`config.mk`:
```
export PLATFORM = sky130hd
export DESIGN_NAME = scratchpad_crc_temperature_check
export DESIGN_NICKNAME = d
export VERILOG_FILES = /design/src/hdl/scc_pkg.sv /design/src/hdl/scc_temp_conv.sv /design/src/hdl/scc_frame.sv /design/src/hdl/scratchpad_crc_temperature_check.sv
export SDC_FILE = /design/constraint.sdc
export NUM_CORES = 1
export LEC_CHECK = 0
export ABC_AREA = 1
export BUFFER_PORTS_ARGS = -buffer_cell sky130_fd_sc_hd__clkbuf_2
export CAP_MARGIN = 40
export CELL_PAD_IN_SITES_DETAIL_PLACEMENT = 1
export CELL_PAD_IN_SITES_GLOBAL_PLACEMENT = 1
export CORE_ASPECT_RATIO = 1.75
export CORE_MARGIN = 1.5
export CORE_UTILIZATION = 41
export CTS_CLUSTER_DIAMETER = 80
export DETAILED_ROUTE_END_ITERATION = 7
export GPL_TIMING_DRIVEN = 0
export PLACE_DENSITY_LB_ADDON = 0.1
export SLEW_MARGIN = 0
export SYNTH_ARGS = -nofsm -noshare
export SYNTH_HDL_FRONTEND = slang
export SYNTH_SLANG_ARGS = --single-unit
```
`constraint.sdc`:
```
create_clock -name clk -period 3.1 [get_ports clk]
set_input_delay 0.155 -clock clk [delete_from_list [all_inputs] [get_ports clk]]
set_output_delay 0.155 -clock clk [all_outputs]
set_load 0.02 [all_outputs]
```
`src/hdl/scc_pkg.sv`:
```
// Shared types, constants and the CRC8 byte update for the scratchpad check.
// No dependencies; used by scc_frame and the top level.
package scc_pkg;

	localparam int unsigned FrameLen = 9;
	localparam int unsigned IdxW = 4;
	localparam logic [7:0] CrcPoly = 8'h8C;
	localparam logic [7:0] ByteOnes = 8'hFF;
	localparam logic [7:0] ByteZeros = 8'h00;
	localparam logic [IdxW-1:0] LastIdx = IdxW'(FrameLen - 1);

	typedef enum logic [1:0] {
		STATUS_OK       = 2'd0,
		STATUS_FAULT    = 2'd1,
		STATUS_MISMATCH = 2'd2
	} status_t;

	// Verdict for one frame, produced on its last byte
	typedef struct packed {
		logic        last;
		status_t     status;
		logic [15:0] temp;
	} frame_res_t;

	// Reflected 1-Wire CRC8, one byte, LSB first
	function automatic logic [7:0] crc8_byte(input logic [7:0] crc_in, input logic [7:0] b);
		logic [7:0] crc;
		logic [7:0] d;
		logic       fb;
		crc = crc_in;
		d = b;
		for (int k = 0; k < 8; k++) begin
			fb = crc[0] ^ d[0];
			crc = crc >> 1;
			if (fb) begin
				crc = crc ^ CrcPoly;
			end
			d = d >> 1;
		end
		return crc;
	endfunction

endpackage

```
`src/hdl/scc_temp_conv.sv`:
```
// Raw sensor value to hundredths of a degree: raw*100/16, truncated toward zero.
// Depends on nothing but its ports.
module scc_temp_conv (
	input  logic [15:0] raw,
	output logic [15:0] centi
);

	logic signed [23:0] raw_x;
	logic signed [23:0] prod;
	logic signed [23:0] adj;
	logic signed [23:0] quo;

	// raw*100 as shifts and adds (64 + 32 + 4)
	always_comb begin
		raw_x = 24'(signed'(raw));
		prod = (raw_x <<< 6) + (raw_x <<< 5) + (raw_x <<< 2);
		// bias negative values so the shift truncates toward zero
		adj = prod + (prod[23] ? 24'sd15 : 24'sd0);
		quo = adj >>> 4;
		centi = quo[15:0];
	end

endmodule

```
`src/hdl/scc_frame.sv`:
```
// Frame state: byte count, running CRC, fault flags and temperature bytes.
// Depends on scc_pkg and scc_temp_conv.
module scc_frame (
	input  logic                  clk,
	input  logic                  arst_n,
	input  logic                  step,
	input  logic [7:0]            data,
	output scc_pkg::frame_res_t   res
);

	logic [scc_pkg::IdxW-1:0] idx_q;
	logic [7:0]               crc_q;
	logic                     ones_q;
	logic                     zeros_q;
	logic [7:0]               temp_low_q;
	logic [7:0]               temp_high_q;
	logic                     ones_nx;
	logic                     zeros_nx;
	logic [15:0]              centi;

	assign ones_nx = ones_q & (data == scc_pkg::ByteOnes);
	assign zeros_nx = zeros_q & (data == scc_pkg::ByteZeros);

	scc_temp_conv u_conv (
		.raw   ({temp_high_q, temp_low_q}),
		.centi (centi)
	);

	// verdict for the byte on hand; valid only when last is set
	always_comb begin
		res.last = (idx_q >= scc_pkg::LastIdx);
		res.temp = 16'd0;
		priority if (ones_nx || zeros_nx) begin
			res.status = scc_pkg::STATUS_FAULT;
		end else if (crc_q != data) begin
			res.status = scc_pkg::STATUS_MISMATCH;
		end else begin
			res.status = scc_pkg::STATUS_OK;
			res.temp = centi;
		end
	end

	// accumulate bytes 0..7, clear after the CRC byte
	always_ff @(posedge clk or negedge arst_n) begin
		if (!arst_n) begin
			idx_q <= '0;
			crc_q <= '0;
			ones_q <= 1'b1;
			zeros_q <= 1'b1;
			temp_low_q <= '0;
			temp_high_q <= '0;
		end else if (step) begin
			if (res.last) begin
				idx_q <= '0;
				crc_q <= '0;
				ones_q <= 1'b1;
				zeros_q <= 1'b1;
				temp_low_q <= '0;
				temp_high_q <= '0;
			end else begin
				idx_q <= idx_q + 1'b1;
				crc_q <= scc_pkg::crc8_byte(crc_q, data);
				ones_q <= ones_nx;
				zeros_q <= zeros_nx;
				if (idx_q == '0) begin
					temp_low_q <= data;
				end
				if (idx_q == scc_pkg::IdxW'(1)) begin
					temp_high_q <= data;
				end
			end
		end
	end

endmodule

```
`src/hdl/scratchpad_crc_temperature_check.sv`:
```
// Top level of the scratchpad CRC and temperature check.
// Depends on scc_pkg and scc_frame (which holds scc_temp_conv).
//
//   channel | handshake               | payload
//   --------+-------------------------+-------------------------------
//   data    | data_valid, data_stall  | data_byte[7:0]
//   result  | result_valid, result_stall | status[1:0], temperature_centi[15:0]
//
// One byte per cycle sustained unless a ninth byte waits behind a stalled
// result; a result passes the input register, then the result register.
// The input register frees whenever its byte moves on, so bytes keep flowing
// while a result waits; only a ninth byte behind a stalled result waits.
// Reset clears the frame state and both valid flags; nothing else needs it.
module scratchpad_crc_temperature_check (
	input  logic        clk,
	input  logic        arst_n,
	input  logic        data_valid,
	output logic        data_stall,
	input  logic [7:0]  data_byte,
	output logic        result_valid,
	input  logic        result_stall,
	output logic [1:0]  status,
	output logic [15:0] temperature_centi
);

	logic                valid_s1;
	logic [7:0]          byte_s1;
	logic                advance;
	scc_pkg::frame_res_t res;

	scc_frame u_frame (
		.clk    (clk),
		.arst_n (arst_n),
		.step   (advance),
		.data   (byte_s1),
		.res    (res)
	);

	// the held byte moves on unless it ends a frame and the result slot is blocked
	assign advance = valid_s1 && (!res.last || !result_valid || !result_stall);
	assign data_stall = valid_s1 && !advance;

	// input register
	always_ff @(posedge clk or negedge arst_n) begin
		if (!arst_n) begin
			valid_s1 <= 1'b0;
		end else if (!data_stall) begin
			valid_s1 <= data_valid;
		end
	end

	always_ff @(posedge clk) begin
		if (!data_stall && data_valid) begin
			byte_s1 <= data_byte;
		end
	end

	// result register
	always_ff @(posedge clk or negedge arst_n) begin
		if (!arst_n) begin
			result_valid <= 1'b0;
		end else if (advance && res.last) begin
			result_valid <= 1'b1;
		end else if (!result_stall) begin
			result_valid <= 1'b0;
		end
	end

	always_ff @(posedge clk) begin
		if (advance && res.last) begin
			status <= res.status;
			temperature_centi <= res.temp;
		end
	end

	// a failed frame never reports a temperature
	a_fail_zero_temp : assert property (@(posedge clk) disable iff (!arst_n)
		(result_valid && status != scc_pkg::STATUS_OK) |-> (temperature_centi == 16'd0))
		else $error("nonzero temperature on a failed frame");

	// input is held back only while a byte is waiting in the input register
	a_stall_needs_byte : assert property (@(posedge clk) disable iff (!arst_n)
		data_stall |-> valid_s1)
		else $error("data stalled with empty input register");

	// a finished frame always lands in the result register
	a_frame_result : assert property (@(posedge clk) disable iff (!arst_n)
		(advance && res.last) |=> result_valid)
		else $error("frame end lost its result");

	// no frame ends while an untaken result is held
	a_no_overwrite : assert property (@(posedge clk) disable iff (!arst_n)
		(result_valid && result_stall) |-> !(advance && res.last))
		else $error("result overwritten while stalled");

endmodule
```
# ---- Word-level counts from Yosys, hierarchy flattened
# Cells that the tools add are included.
dict set report totals {
  word_cells 91
  input_bits 12
  output_inout_bits 20
  regBits 58
}
dict set report op_classes {
  n_mux 34
  reduce_logical 19
  bitwise 18
  add_sub_neg 4
  eq_ne 4
  magnitude_cmp 1
}
# operator n
set op_table {}
lappend op_table {{$mux W8} 27}
lappend op_table {{$add A23 B18 Y24} 1}
lappend op_table {{$not A2 Y3} 8}
lappend op_table {{$add A22 B21 Y23} 1}
lappend op_table {{$add A20 B20 Y20} 1}
lappend op_table {{$eq A8 B8 Y1 const B} 1}
lappend op_table {{$logic_not A8 Y1} 1}
lappend op_table {{$mux W4} 2}
lappend op_table {{$ne A8 B8 Y1} 1}
lappend op_table {{$xor A1 B1 Y1} 8}
lappend op_table {{$logic_not A1 Y1} 5}
lappend op_table {{$add A4 B1 Y4 const B} 1}
lappend op_table {{$eq A4 B1 Y1 const B} 1}
lappend op_table {{$ge A4 B4 Y1 const B} 1}
lappend op_table {{$logic_and A1 B1 Y1} 4}
lappend op_table {{$logic_not A4 Y1} 1}
lappend op_table {{$mux W1} 4}
lappend op_table {{$reduce_and A2 Y1} 2}
lappend op_table {{$reduce_bool A2 Y1} 2}
lappend op_table {{$logic_or A1 B1 Y1} 3}
lappend op_table {{$and A1 B1 Y1} 2}
lappend op_table {{$mux W2} 1}
lappend op_table {{$ne A2 B1 Y1 const B} 1}
lappend op_table {{$reduce_or A2 Y1} 1}

# ---- Longest topological paths before layout
dict set report depth {
  depth_word 33
  depth_mapped 20
}

# ---- By module
# From an unflattened synthesis, not the netlist that was laid out.
dict set report hier_totals {
  hier_cells 533
  hier_area_um2 4388.0
}
# mod cells_each n_inst seq_area_each_um2 area_each_um2
set modules_own_cells {}
lappend modules_own_cells {scc_frame 230 1 753.2 1893.1}
lappend modules_own_cells {scc_temp_conv 263 1 0.0 1607.8}
lappend modules_own_cells {scratchpad_crc_temperature_check 40 1 830.8 887.1}

# ---- Worst setup path before layout
# OpenSTA, ideal clock, no wires.
dict set report synth_timing {
  path_type {reg2reg}
  from {register u_frame.temp_low_q[1]}
  to {register temperature_centi[15], data pin}
  synth_period_minus_slack_ns 2.940
  setup_time_ns 0.253
  required_ns 2.847
  path_slack_ns 0.160
  path_buffers 0
  path_stages_with_launch 19
  arrival_ns 2.687
  path_cell_list {dfrtp_1 inv_1 fa_1 inv_1 ha_1 inv_1 fa_1 inv_1 nand2_1 nor2_1 nand2_1 nor2_4 nand3_4 inv_1 nand3_1 nor2_2 nand2_1 nor2_1 nor2_1}
}
dict set report synth_between {
  elab_chain_len 4
}
# item line
set synth_rtl {}
lappend synth_rtl {{from (decl)} scc_frame.sv:15} ;# logic [7:0] temp_low_q;
lappend synth_rtl {{from (signal assigned)} scc_frame.sv:66} ;# temp_low_q <= data;
lappend synth_rtl {{$add A22 B21 Y23} scc_temp_conv.sv:16} ;# prod = (raw_x <<< 6) + (raw_x <<< 5) + (raw_x <<< 2);
lappend synth_rtl {{$add A23 B18 Y24 (*)} scc_temp_conv.sv:16}
lappend synth_rtl {{$mux W4} scc_temp_conv.sv:18} ;# adj = prod + (prod[23] ? 24'sd15 : 24'sd0);
lappend synth_rtl {{$add A20 B20 Y20 (*)} scc_temp_conv.sv:18}
lappend synth_rtl {{to (signal assigned)} scratchpad_crc_temperature_check.sv:72} ;# temperature_centi <= res.temp;
lappend synth_rtl {{to (decl)} scratchpad_crc_temperature_check.sv:23} ;# output logic [15:0] temperature_centi
# Every way passes the cells marked *; elsewhere a longest branch is shown, timed or not.
# A chain may end at the register's enable or synchronous reset.

# ---- Final worst setup path
dict set report layout_timing {
  from {register u_frame.temp_low_q[4]}
  to {register temperature_centi[15], data pin}
}
# The elaborated chain is that of the path after synthesis.

==> summary.txt <==
Critical path
  • Crit path kind: reg -> reg
  • Crit end category: flop
  • CP max stage delay: around 0.54 ns
  • Worst-path fanout max: 5
  • Max stage delay cell, worst path: fa_1
  • Crit path top cell by count: inv_2
  • Startpoint Class: flop
  • Sum of buffers and inverters on the critical path: 5
  • Crit path DAT: 3.07 ns
  • Cells along the critical path: inv_2 > fa_1 > inv_2 > ha_4 > inv_2 > fa_2 > inv_2 > nand2_2 > nor2_4 > nand2_2 > nor2_4 > nand3_4 > inv_4 > nand3_4 > nor2_4 > nand2_2 > nor2_2 > nor2_2
  • Worst path top cell family by delay: adder cells
  • Worst path required time: 3.19 ns

GRT
  • Gr usage total: 0.210
  • Gr busiest metal: met2
  • Number of global-route vias before repair: between 3,000 and 4,000
  • Global route overflow: 0
  • Largest net degree at the start of global routing: 33
  • First-pass GRT wire length: around 16,000 um
  • Met1 Use GR: 0.186
  • Met3 GRT Util: 0.0352
  • Antenna violations before repair: 0
  • Met2 GRT Util: 0.428

Floorplan
  • Die area: just over 10,000 um2
  • Initial Util: 0.421
  • Core ar.: between 9000 and 10,000 um2
  • Die H: ~130 um
  • Die Span X: around 77 um
  • Row Count: 47
  • Ports: 32

STA
  • Slew headroom: 0.435
  • RSZ-0062 raised after global routing: yes
  • Post-route clock period utilization: 0.960
  • # setup viols final: 0
  • Worst clock skew: approximately 0.0074 ns
  • Measured slew at the worst slew-check pin: around 0.85 ns
  • Tmin final: roughly 3.0 ns
  • Fmax achieved: roughly 0.34 GHz
  • Final WS setup: about 0.12 ns
  • Fin Hold WS: 0.0139 ns
  • Max Slew Vio Count: 0
  • Final Hold Viols: 0

CTS
  • Clk Latency, worst-skew pair: about 0.33 ns
  • Clock buffer depth: 2
  • CTS tree: built
  • Clock Tree Root: clkbuf_16
  • CTS H-Tree Depth: 3
  • CTS Buf Count: 9
  • Clock sinks: a little under 60
  • CTS clk-pin slew, worst paths: roughly 0.050 ns

Synthesis
  • Post-synth EDFFs: 26
  • Primary FF master, synth: dfrtp_1
  • Share of flip-flops with an asynchronous set or reset: 0.552
  • Cell variety after synth: 39
  • Synth warnings: 0
  • Post-Syn Instances: roughly 470
  • Post-Syn Area: 3960 um2
  • Syn_area_per_cell: about 8.4 um2
  • Share of the yosys chip area belonging to registers: 0.400
  • Most instantiated cells after synthesis: nand2_1 (123), inv_1 (78), nor2_1 (42)
  • Syn Nets: 516
  • Largest cells by area after synthesis: edfxtp_1 (20%), dfrtp_1 (19%), nand2_1 (12%)
  • Largest area contributor in the synthesized netlist: edfxtp_1
  • Most common cell in the netlist: nand2_1
  • Top-area cell type share of the netlist area: 0.197
  • Flops & latches, synth: 58

Cells and area
  • Final nets: 580
  • Fraction of layout cells with a size suffix above 1: 0.246
  • # fillers: 1,145
  • Multi-input gate area: 2220 um2
  • Antenna cells: 0
  • Sequential Area: roughly 1600 um2
  • P&R area growth vs syn: 24.5%

Drt
  • Routed vias/inst: 4.97
  • Remaining DRCs: 0
  • Initial DRC count: roughly 120
  • DR WL/cell: 15.4 um
  • Antenna Nets Post-Route: 0
  • Routed via count: between 3,000 and 4,000
  • DRT Pass-1 Iters: 4
  • Final wirelength: 10,200 um

Place
  • GP Congestion: approximately 0.8
  • IO Port Bufs: 31
  • Post-DP HPWL: ~8000 um
  • Dpl ws: -0.291 ns

Run
  • Max_cap viols: 0

Run status
  • Outcome: finished clean

Hold path
  • Worst Hold Class: in -> reg
-- path summary, 6_finish.rpt --
kind | startpoint | to | slack (ns) | cells past startpoint
max in group asynchronous | arst_n | u_frame.temp_low_q[2]$_DFFE_PN0P_ | 2.05 | 2
worst min-delay path | data_byte[5] | byte_s1[5]$_DFFE_PP_ | 0.01 | 1
worst max-delay path | u_frame.temp_low_q[4]$_DFFE_PN0P_ | temperature_centi[15]$_SDFFCE_PP0P_ | 0.12 | 18
min in group asynchronous | arst_n | u_frame.crc_q[7]$_DFFE_PN0P_ | 0.46 | 2
worst min register to register | u_frame.crc_q[2]$_DFFE_PN0P_ | u_frame.crc_q[2]$_DFFE_PN0P_ | 0.50 | 2
worst max register to register | u_frame.temp_low_q[4]$_DFFE_PN0P_ | temperature_centi[15]$_SDFFCE_PP0P_ | 0.12 | 18
-- routing by layer --
metal	vias up	share of wire
li1	1631	-
met1	1604	0.33
met2	41	0.62
met3	20	0.019
met4	0	0.033
met5	-	0
-- sequential cells by signal, indices dropped and copies added, names as in the netlist, 2 cells and up --
name                 cells
u_frame.temp_high_q      8
temperature_centi       16
u_frame.temp_low_q       8
u_frame.crc_q            8
status                   2
byte_s1                  8
u_frame.idx_q            4
-- timing repair --
action | CTS | global route
cloned | 0 | 0
setup buffers | 8 | 5
hold endpoints to repair | 37 | 0
pin swaps | 9 | 18
setup endpoints to repair | 7 | 5
resized for setup | 19 | 31
hold buffers | 8 | 0
-- worst reg2reg max path: stages, from the launching register on --
cell and delay (ns):
dfrtp_1 0.36, inv_2 0.06, fa_1 0.54, inv_2 0.05, ha_4 0.15, inv_2 0.05, fa_2 0.43, inv_2 0.08
nand2_2 0.06, nor2_4 0.08, nand2_2 0.08, nor2_4 0.12, nand3_4 0.13, inv_4 0.10, nand3_4 0.08, nor2_4 0.15
nand2_2 0.08, nor2_2 0.10, nor2_2 0.04
-- cells in the final DEF, fill, tap and decap left out, types with 8 or more instances in the layout --
master         synthesis  final
nand3_1               27     25
ha_1                  18     11
buf_4                  0     13
edfxtp_1              26     26
clkbuf_2               0     31
a21oi_1               16     16
xor2_1                11     11
dlygate4sd3_1          0      8
fa_1                  14     13
nand2_1              123    115
xnor2_1               10      9
nand2_2                4     11
inv_2                  4     12
nor2_1                42     36
o21ai_0               12     12
inv_1                 78     69
clkbuf_16              0      9
dfrtp_1               30     25
mux2_2                13     13
-- area by class of cell --
class / instances / share of cell area
Tap cell: 122 / 0.0309
Inverter: 82 / 0.0629
Clock buffer: 12 / 0.0479
Timing Repair Buffer: 53 / 0.0730
Buffer: 4 / 0.00482
Sequential cell: 58 / 0.322
Clock inverter: 4 / 0.00862
Multi-Input combinational cell: 328 / 0.449
-- stage by stage --
stage	setup TNS, ns	cells	util	area, um2
after floorplan	0	472	-	3960
after global placement	-0.885	625	0.454	4270
after detailed placement	-1.12	626	0.457	4300
after CTS	0	658	0.507	4770
after global routing	-0.0622	663	0.524	4930
final	0	663	0.524	4930
-- logic make-up after synthesis --
kind of cell	synth area share
XOR/XNOR	0.0546
buffers and inverters	0.0837
multiplexers	0.0369
AND/OR/NAND/NOR	0.244
adder cells (fa/ha/maj)	0.128
flip-flops	0.400
AO/OA/AOI/OAI	0.0537
Power is left out: the tool's default activity adds up to more than one toggle a clock period on the data nets, which glitch-free logic cannot reach.
